**src/rtl/assert_macros.svh**
```systemverilog
// Assertion helpers for the RTL files; only grid_index_convert includes them.
`ifndef ASSERT_MACROS_SVH
`define ASSERT_MACROS_SVH

// Implication checked at every clock edge outside reset.
`define GIC_ASSERT_IMP(lbl, clk, rst_n, ante, cons, msg) \
    lbl: assert property (@(posedge clk) disable iff (!rst_n) (ante) |-> (cons)) \
        else $error(msg);

// Property that must hold at every clock edge outside reset.
`define GIC_ASSERT_ALWAYS(lbl, clk, rst_n, expr, msg) \
    lbl: assert property (@(posedge clk) disable iff (!rst_n) (expr)) \
        else $error(msg);

`endif

```
**src/rtl/gic_pkg.sv**
```systemverilog
// ----------------------------------------------------------------------------
// gic_pkg
// Types and constants of the grid index converter.
// ----------------------------------------------------------------------------
package gic_pkg;

    localparam int FIELD_DIMS = 4;
    localparam int SIZE_W     = 16;
    localparam int INDEX_W    = 31;
    localparam int PROD_W     = 32;
    localparam int CFG_IDX_W  = 3;

    localparam logic [PROD_W-1:0]  INDEX_LIMIT = 32'h8000_0000;
    localparam logic [INDEX_W-1:0] INDEX_MASK  = 31'h7FFF_FFFF;

    localparam logic OP_SPLIT   = 1'b0;
    localparam logic OP_COMPOSE = 1'b1;

    typedef enum logic [1:0] {
        STATUS_OK      = 2'd0,
        STATUS_NO_DIMS = 2'd1,
        STATUS_RANGE   = 2'd2
    } t_status;

    localparam logic [CFG_IDX_W-1:0] REG_NUM_DIMS   = 3'd0;
    localparam logic [CFG_IDX_W-1:0] REG_DIM_SIZE_0 = 3'd1;
    localparam logic [CFG_IDX_W-1:0] REG_DIM_SIZE_1 = 3'd2;
    localparam logic [CFG_IDX_W-1:0] REG_DIM_SIZE_2 = 3'd3;
    localparam logic [CFG_IDX_W-1:0] REG_DIM_SIZE_3 = 3'd4;

    // One item on its way through the quotient stages.
    typedef struct packed {
        logic                                  op;
        logic                                  no_dims;
        logic                                  oor;
        logic [INDEX_W-1:0]                    rem;
        logic [FIELD_DIMS-1:0][PROD_W-1:0]     stride;
        logic [FIELD_DIMS-1:0][SIZE_W-1:0]     coord;
        logic [PROD_W-1:0]                     acc;
    } t_item;

endpackage

```
**src/rtl/gic_divbit.sv**
```systemverilog
// ----------------------------------------------------------------------------
// gic_divbit
// One restoring-division stage: settles one quotient bit of one coordinate.
// ----------------------------------------------------------------------------
module gic_divbit
    import gic_pkg::*;
#(
    parameter int DIM = 0,
    parameter int BIT = 0
) (
    input  logic  i_clk,
    input  logic  i_rst_n,
    input  logic  i_adv,
    input  logic  i_valid,
    input  t_item i_item,
    output logic  o_valid,
    output t_item o_item
);

    localparam int WIDE_W = PROD_W + SIZE_W;

    logic [WIDE_W-1:0] shifted;
    logic [WIDE_W-1:0] rem_wide;
    t_item             n_item;
    t_item             r_item;
    logic              r_valid;

    always_comb begin
        shifted  = {{SIZE_W{1'b0}}, i_item.stride[DIM]} << BIT;
        rem_wide = {{(WIDE_W-INDEX_W){1'b0}}, i_item.rem};
        n_item   = i_item;
        if (rem_wide >= shifted) begin
            n_item.rem              = i_item.rem - shifted[INDEX_W-1:0];
            n_item.coord[DIM][BIT]  = 1'b1;
        end
    end

    always_ff @(posedge i_clk) begin
        if (!i_rst_n) begin
            r_valid <= 1'b0;
        end else if (i_adv) begin
            r_valid <= i_valid;
        end
    end

    always_ff @(posedge i_clk) begin
        if (i_adv) begin
            r_item <= n_item;
        end
    end

    assign o_valid = r_valid;
    assign o_item  = r_item;

endmodule

```
**config.mk**
```make
export PLATFORM = sky130hd
export DESIGN_NAME = gic_divbit
export DESIGN_NICKNAME = d
export VERILOG_FILES = /design/src/rtl/assert_macros.svh /design/src/rtl/gic_pkg.sv /design/src/rtl/gic_divbit.sv
export SDC_FILE = /design/constraint.sdc
export NUM_CORES = 1
export LEC_CHECK = 0
export BUFFER_PORTS_ARGS = -buffer_cell sky130_fd_sc_hd__clkbuf_2
export CAP_MARGIN = 20
export CORE_AREA = 2 2 203 205
export CTS_BUF_LIST = sky130_fd_sc_hd__clkbuf_4 sky130_fd_sc_hd__clkbuf_8 sky130_fd_sc_hd__clkbuf_16
export DETAILED_ROUTE_END_ITERATION = 8
export DIE_AREA = 0 0 205 207
export SYNTH_ARGS = -nofsm -noshare
export SYNTH_HDL_FRONTEND = slang
export SYNTH_SLANG_ARGS = --single-unit
```
**constraint.sdc**
```tcl
create_clock -name i_clk -period 2.99 [get_ports i_clk]
set_input_delay 0.1495 -clock i_clk [delete_from_list [all_inputs] [get_ports i_clk]]
set_output_delay 0.1495 -clock i_clk [all_outputs]
set_load 0.005 [all_outputs]
```
Word level (Yosys, flattened, before mapping)
Index checks and enable logic that the tools add are counted.

cells by class
  magnitude comparators = 1
  muxes and demuxes = 1
  $add $sub $neg = 1

operators with widths
  operator          number
  $ge A31 B32 Y1    1
  $mux W31          1
  $sub A31 B31 Y31  1

word-level totals
  logic and storage cells = 18
  input bits = 262
  flip-flop bits (word level) = 259
  output and inout bits = 259

Longest topological paths before layout
Gate-level depths: netlist of the first run.

  word-level depth = 2
  gate-level depth with buffers = 13
  mapped depth without buffers = 11

Worst setup path after synthesis of the first run
OpenSTA, ideal clock, no wires.

  kind = input to register
  from = input port i_item[224] (netlist name)
  to = register r_item (netlist bit o_item[254]) (data pin)
  library setup time = 259 ps
  arrival time = 2218 ps
  data required time = 2731 ps
  slack = 513 ps
  cell stages on the path = 11
  cells stage by stage = inv_1 -> ha_1 -> fa_1 -> nor2b_4 -> o31a_1 -> o311a_4 -> o21ai_2 -> and4bb_1 -> or2_4 -> a21o_1 -> a211o_1

RTL lines
  what                  line              RTL
  start, declared       gic_divbit.sv:15  input t_item i_item,
  end signal, assigned  gic_divbit.sv:48  r_item <= n_item;
  end, declared         gic_divbit.sv:25  t_item r_item;

==> impl_metrics.toml, run 1 <==
[status]
status = "finished clean"

[sta]
tns_ns = 0
period_share = 0.948
timing.hold.ws_ns = 0.0205
relSlewSlack = 0.662
tightest_slew_ns = 0.508
final-setup-viol-count = 0
hold_violations = 0
fin_crit_ns = 2.84
slew_viol_final = 0
fin_skew_ns = 0
max_freq_mhz = 353
rsz0062_at_grt = "false"

[grt]
grtUsageTotal = 0.178
grt-ovfl-total = 0
grt_pass1_wl_um = 56300
grt_max_degree = 77
antenna_found_initial = 4
grt_pass1_vias = 8785

[synthesis]
synth_compound_area_frac = 0.0779
syn_area_um2 = 9900
synthXorXnorAreaFrac = 0.0221
yosysUniqueCellTypes = 55
ys.flop_type = "edfxtp_1"
synth_simple_gate_area_frac = 0.0535
synthMuxAreaShare = 0.00215
synth_nets = 883
netlist_instances = 589
ys_ff_latch = 259
yosysSeqAreaShare = 0.785
synth_top_family_by_area = "compound AO/OA/AOI/OAI gates"
synth_edf_count = 258
yosysWarnings = 0
async_flop_share = 0
yosys.area_share.adder = 0.0412
syn_avg_cell_area_um2 = 16.8

[drt]
drt-total-wl_um = 39700
wl_per_cell_um = 20.2
drt_first_pass_iters = 8
vias = 8407
ant_nets = 0
drcViolationCount = 0
first_iter_violations = 502
vias_per_cell = 4.28

[cts]
root_buffer = "clkbuf_16"
cts.sinks = 259
cts_tree = "built"
clk_latency_ns = 0.56
cts_max_path_buffers = 3
path_clk_slew_ns = 0.06
cts_hold_buf = 260
cts_made_buffers = 31
cts.repair.resized = 0
post_cts_buffers = 0
htreeDepth = 1

[power_and_ir_drop]
cellLeakagePower_nw = 7.48
p_per_area_nw_per_um2 = 574
peakVddDrop_mv = 0.435
power_mw = 9.68

[layout]
postLayoutCellArea_um2 = 16900
area_growth_pct = 70.6
drive_gt1_frac = 0.416
nets = 1697

[worst_setup_path]
cpMaxStageDelayCell = "dlygate4sd3_1"
cp-end-kind = "flip-flop"
required_ns = 3.31
worstPathArrival_ns = 3.15
crit_fanout = 13
crit_path_max_incr_delay_ns = 0.53
crit_path_start_kind = "input port"
crit_type = "in2reg"
crit_chain = "dlygate4sd3_1, clkbuf_2, inv_1, ha_1, fa_1, nor2b_4, o31a_1, o311a_4, o21ai_2, and4bb_1, or2_4, a21o_1, a211o_1"

[die]
start_util = 0.245
ios = 521
die_y_um = 207
fp.coreArea_um2 = 40400
rows = 74
die_w_um = 205
dieArea_um2 = 42400

[place]
place.gp.congestion = 0.856
io_buffers = 520
place_area_um2 = 13200
dp_hpwl_um = 28800

[min_path]
min_path_type = "in2reg"

[job]
max_cap_violations = 0
## worst paths after layout
path,slack [ns],endpoint,cells after the start,from
min,0.02,o_item[2],1,i_adv
max,0.15,o_item[254],13,i_item[224]
min reg2reg,1.15,o_valid,3,o_valid
max reg2reg,1.78,o_valid,3,o_valid
## stage by stage
stage | setup WS, ns | instances | util
finish | 0.154 | 1962 | 0.418
global route | 0.00765 | 1961 | 0.418
CTS | 0.215 | 1959 | 0.418
detailed placement | 0.135 | 1642 | 0.328
global placement | 0.181 | 1642 | 0.328
floorplan | 0.513 | 589 | -
## flip-flops by register name, summed over array words and instances (netlist names)
name / cells
o_valid: 1
o_item: 258
## cell usage in the layout (no fill, tap or decap), drive strengths merged, types with 3 or more instances in the layout
cell type    netlist  layout
xnor2             10      10
nor2b              5       5
dlygate4sd3        0     260
a21oi             40      40
edfxtp           258     258
inv               36      38
nand2b             5       5
nand2             30      30
clkbuf             1     554
clkinv             0      14
o21bai             3       3
a31oi              8       8
ha                31      31
o21ai             22      22
a21o              21      21
or2                4       4
xor2              15      15
and2               4       4
clkinvlp           0       3
o31ai              4       4
nand3             11      11
nor2              30      30
buf                7      10
nand4              3       3
bufinv             0       3
and3               5       5
a21boi             4       4
diode              0       3
o21a               4       4
## worst max-delay path, delay by kind of cell
family / cells / cell delay [ns]
fa+ha+maj: 2 / 0.70
simple gates: 3 / 0.71
buf+inv: 3 / 0.69
compound gates: 5 / 0.90
## cells in the mapped netlist, types with 3 or more instances
master    count  area [µm²]
o21bai_1      3        22.5
buf_2         5        25.0
o21a_1        4        30.0
nand2_1      30         113
o21ai_0      20         100
a21oi_1      39         195
ha_1         31         388
nand3_1      11        55.1
inv_1        36         135
nand2b_1      5        31.3
nor2b_1       4        25.0
xnor2_1      10        87.6
edfxtp_1    258        7750
nor2_1       30         113
and3_1        5        31.3
and2_1        4        25.0
o31ai_1       4        30.0
xor2_1       15         131
a21boi_0      4        30.0
a31oi_1       8        50.1
nand4_1       3        18.8
a21o_1       21         158
## logic make-up (layout without fill, tap and decap cells)
family,Yosys count,count (layout)
DFF,259,259
AOI/OAI and AO/OA,120,120
and+or+nand+nor,107,107
buffers and inverters,44,882
adders and majority gates,32,32
xor gates and xnor gates,25,25
muxes,2,2
other,0,3
## layout make-up
class | count | area, µm²
fill | 3741 | 23500
inverter | 36 | 135
tap | 532 | 666
multi-input combinational | 286 | 1950
clock inverter | 22 | 211
timing repair buffer | 789 | 5330
antenna | 3 | 7.51
sequential | 259 | 7770
clock buffer | 35 | 812
## where the power goes
part	internal, mW	switching [mW]
clock network	2.22	1.57
registers	4.34	0.101
logic	0.730	0.728
## layer usage
layer	part of all wire	vias to the layer above	track usage
met5	0.00078	-	0
li1	-	3876	-
met1	0.37	4038	0.198
met4	0.049	4	0.0863
met3	0.070	89	0.0374
met2	0.51	400	0.320
(Power assumes the default switching activity.)
==> inputs of run 2 (changes only) <==
--- a/config.mk
+++ b/config.mk
@@ -13,2 +13,3 @@
 export DIE_AREA = 0 0 205 207
+export SKIP_CTS_REPAIR_TIMING = 1
 export SYNTH_ARGS = -nofsm -noshare
--- a/constraint.sdc
+++ b/constraint.sdc
@@ -3,2 +3,2 @@
 set_output_delay 0.1495 -clock i_clk [all_outputs]
-set_load 0.005 [all_outputs]
+set_load 0.1 [all_outputs]
==> impl_metrics.toml, run 2 (synthesized netlist as in run 1, its figures left out) <==
[sta]
slew_viol_final = 0
tightest_slew_ns = 0.677
final-setup-viol-count = 0
fin_ws_ns = 0.141
fin_skew_ns = 0
timing.hold.ws_ns = -0.0186
relSlewSlack = 0.550
tns_ns = 0
hold_violations = 1
max_freq_mhz = 351
period_share = 0.953
fin_crit_ns = 2.85
rsz0062_at_grt = "false"

[drt]
wl_per_cell_um = 20.2
first_iter_violations = 481
ant_nets = 0
drcViolationCount = 0
drt-total-wl_um = 39600
vias = 8389
drt_first_pass_iters = 5
vias_per_cell = 4.28

[worst_setup_path]
crit_fanout = 13
startpoint = "i_item[224]"
rrSetupSlack_ns = 1.73
crit_type = "in2reg"
endpoint = "o_item[254]"
required_ns = 3.30
worstReg2RegEnd = "o_valid"
cp-end-kind = "flip-flop"
rr_worst_depth = 3
worstPathArrival_ns = 3.16
crit_path_start_kind = "input port"
reg2reg_from = "o_valid"

[die]
fp.coreArea_um2 = 40400
start_util = 0.245
die_w_um = 205
die_y_um = 207
dieArea_um2 = 42400
ios = 521
rows = 74

[cts]
cts_tree = "built"
path_clk_slew_ns = 0.06
cts_max_path_buffers = 3
cts_made_buffers = 31
cts.sinks = 259
clk_latency_ns = 0.56
root_buffer = "clkbuf_16"
htreeDepth = 1

[min_path]
whs_path_depth = 3
min_path_type = "in2reg"

[layout]
ff_latch_area_um2 = 7770
final_cell_mix = "519 x clkbuf_2, 259 x dlygate4sd3_1, 258 x edfxtp_1"
nets = 1696
final_common_cell = "clkbuf_2"
fin_util = 0.418
area_growth_pct = 70.4
largest_reg_flops = 258
multi_input_area_um2 = 1950
fillers = 3755
drive_gt1_frac = 0.416

[grt]
grt-ovfl-total = 0
grt_max_degree = 77
antenna_found_initial = 1
grt_pass1_vias = 7356
grtUsageTotal = 0.162
grt_pass1_wl_um = 50100

[status]
status = "complete, but fails checks"
violations = "hold timing"

[power_and_ir_drop]
cellLeakagePower_nw = 7.48
pwr-share-seq = 0.377
p_clk_frac = 0.322
p_int_mw = 7.28
peakVddDrop_mv = 0.468
share_comb_of_total_power = 0.302
p_sw_mw = 4.51
switching_share = 0.382
p_per_area_nw_per_um2 = 699

[place]
dp_hpwl_um = 28800
place.gp.congestion = 0.856
io_buffers = 520
post-place-ws_ns = 0.135

[job]
max_cap_violations = 0
==> run 2: routing by layer <==
| metal | GRT usage | share of wire |
|---|---|---|
| met3 | 0.0541 | 0.069 |
| met5 | 0 | 0 |
| met4 | 0.0677 | 0.048 |
| met2 | 0.288 | 0.51 |
| met1 | 0.174 | 0.38 |
==> run 2: cell type report <==
class                           instances  share of cell area
Clock inverter                         22              0.0125
Antenna cell                            1            0.000148
Sequential cell                       259               0.461
Inverter                               36             0.00801
Clock buffer                           35              0.0481
Tap cell                              532              0.0395
Multi-Input combinational cell        286               0.116
Timing Repair Buffer                  788               0.316
==> run 2: power by group through the flow <==
stage	Clock (mW)	Combinational [mW]	Sequential, mW
after detailed placement	0	3.27	4.51
after global routing	4.02	3.68	4.47
final	3.79	3.56	4.44
after floorplan	0	0.369	6.66
after CTS	3.90	3.27	4.44
after global placement	0	3.26	4.50
==> run 2: worst min path at each step <==
stage | from | to | slack (ns)
after floorplan | i_item[0] | o_item[0] | 0.25
after global placement | i_item[28] | o_item[28] | 0.33
after detailed placement | i_item[212] | o_item[212] | 0.33
after CTS | i_item[28] | o_item[28] | -0.28
after global routing | i_item[225] | o_item[225] | 0.006
final | i_item[225] | o_item[225] | -0.02
==> run 2: worst max-delay path, stage by stage <==
cell and delay, ns:
dlygate4sd3_1 0.53, clkbuf_2 0.12, inv_1 0.04, ha_1 0.24, fa_1 0.46, nor2b_4 0.14, o31a_1 0.19, o311a_4 0.19
o21ai_2 0.07, and4bb_1 0.25, or2_4 0.32, a21o_1 0.19, a211o_1 0.26
==> run 2: through the flow <==
stage	area [µm²]	power, mW	instances
2_1_floorplan	9900	7.03	589
3_3_place_gp	13200	7.76	1642
3_5_place_dp	13200	7.77	1642
4_1_cts	14300	11.6	1699
5_1_grt	16900	12.2	1959
6_report	16900	11.8	1959
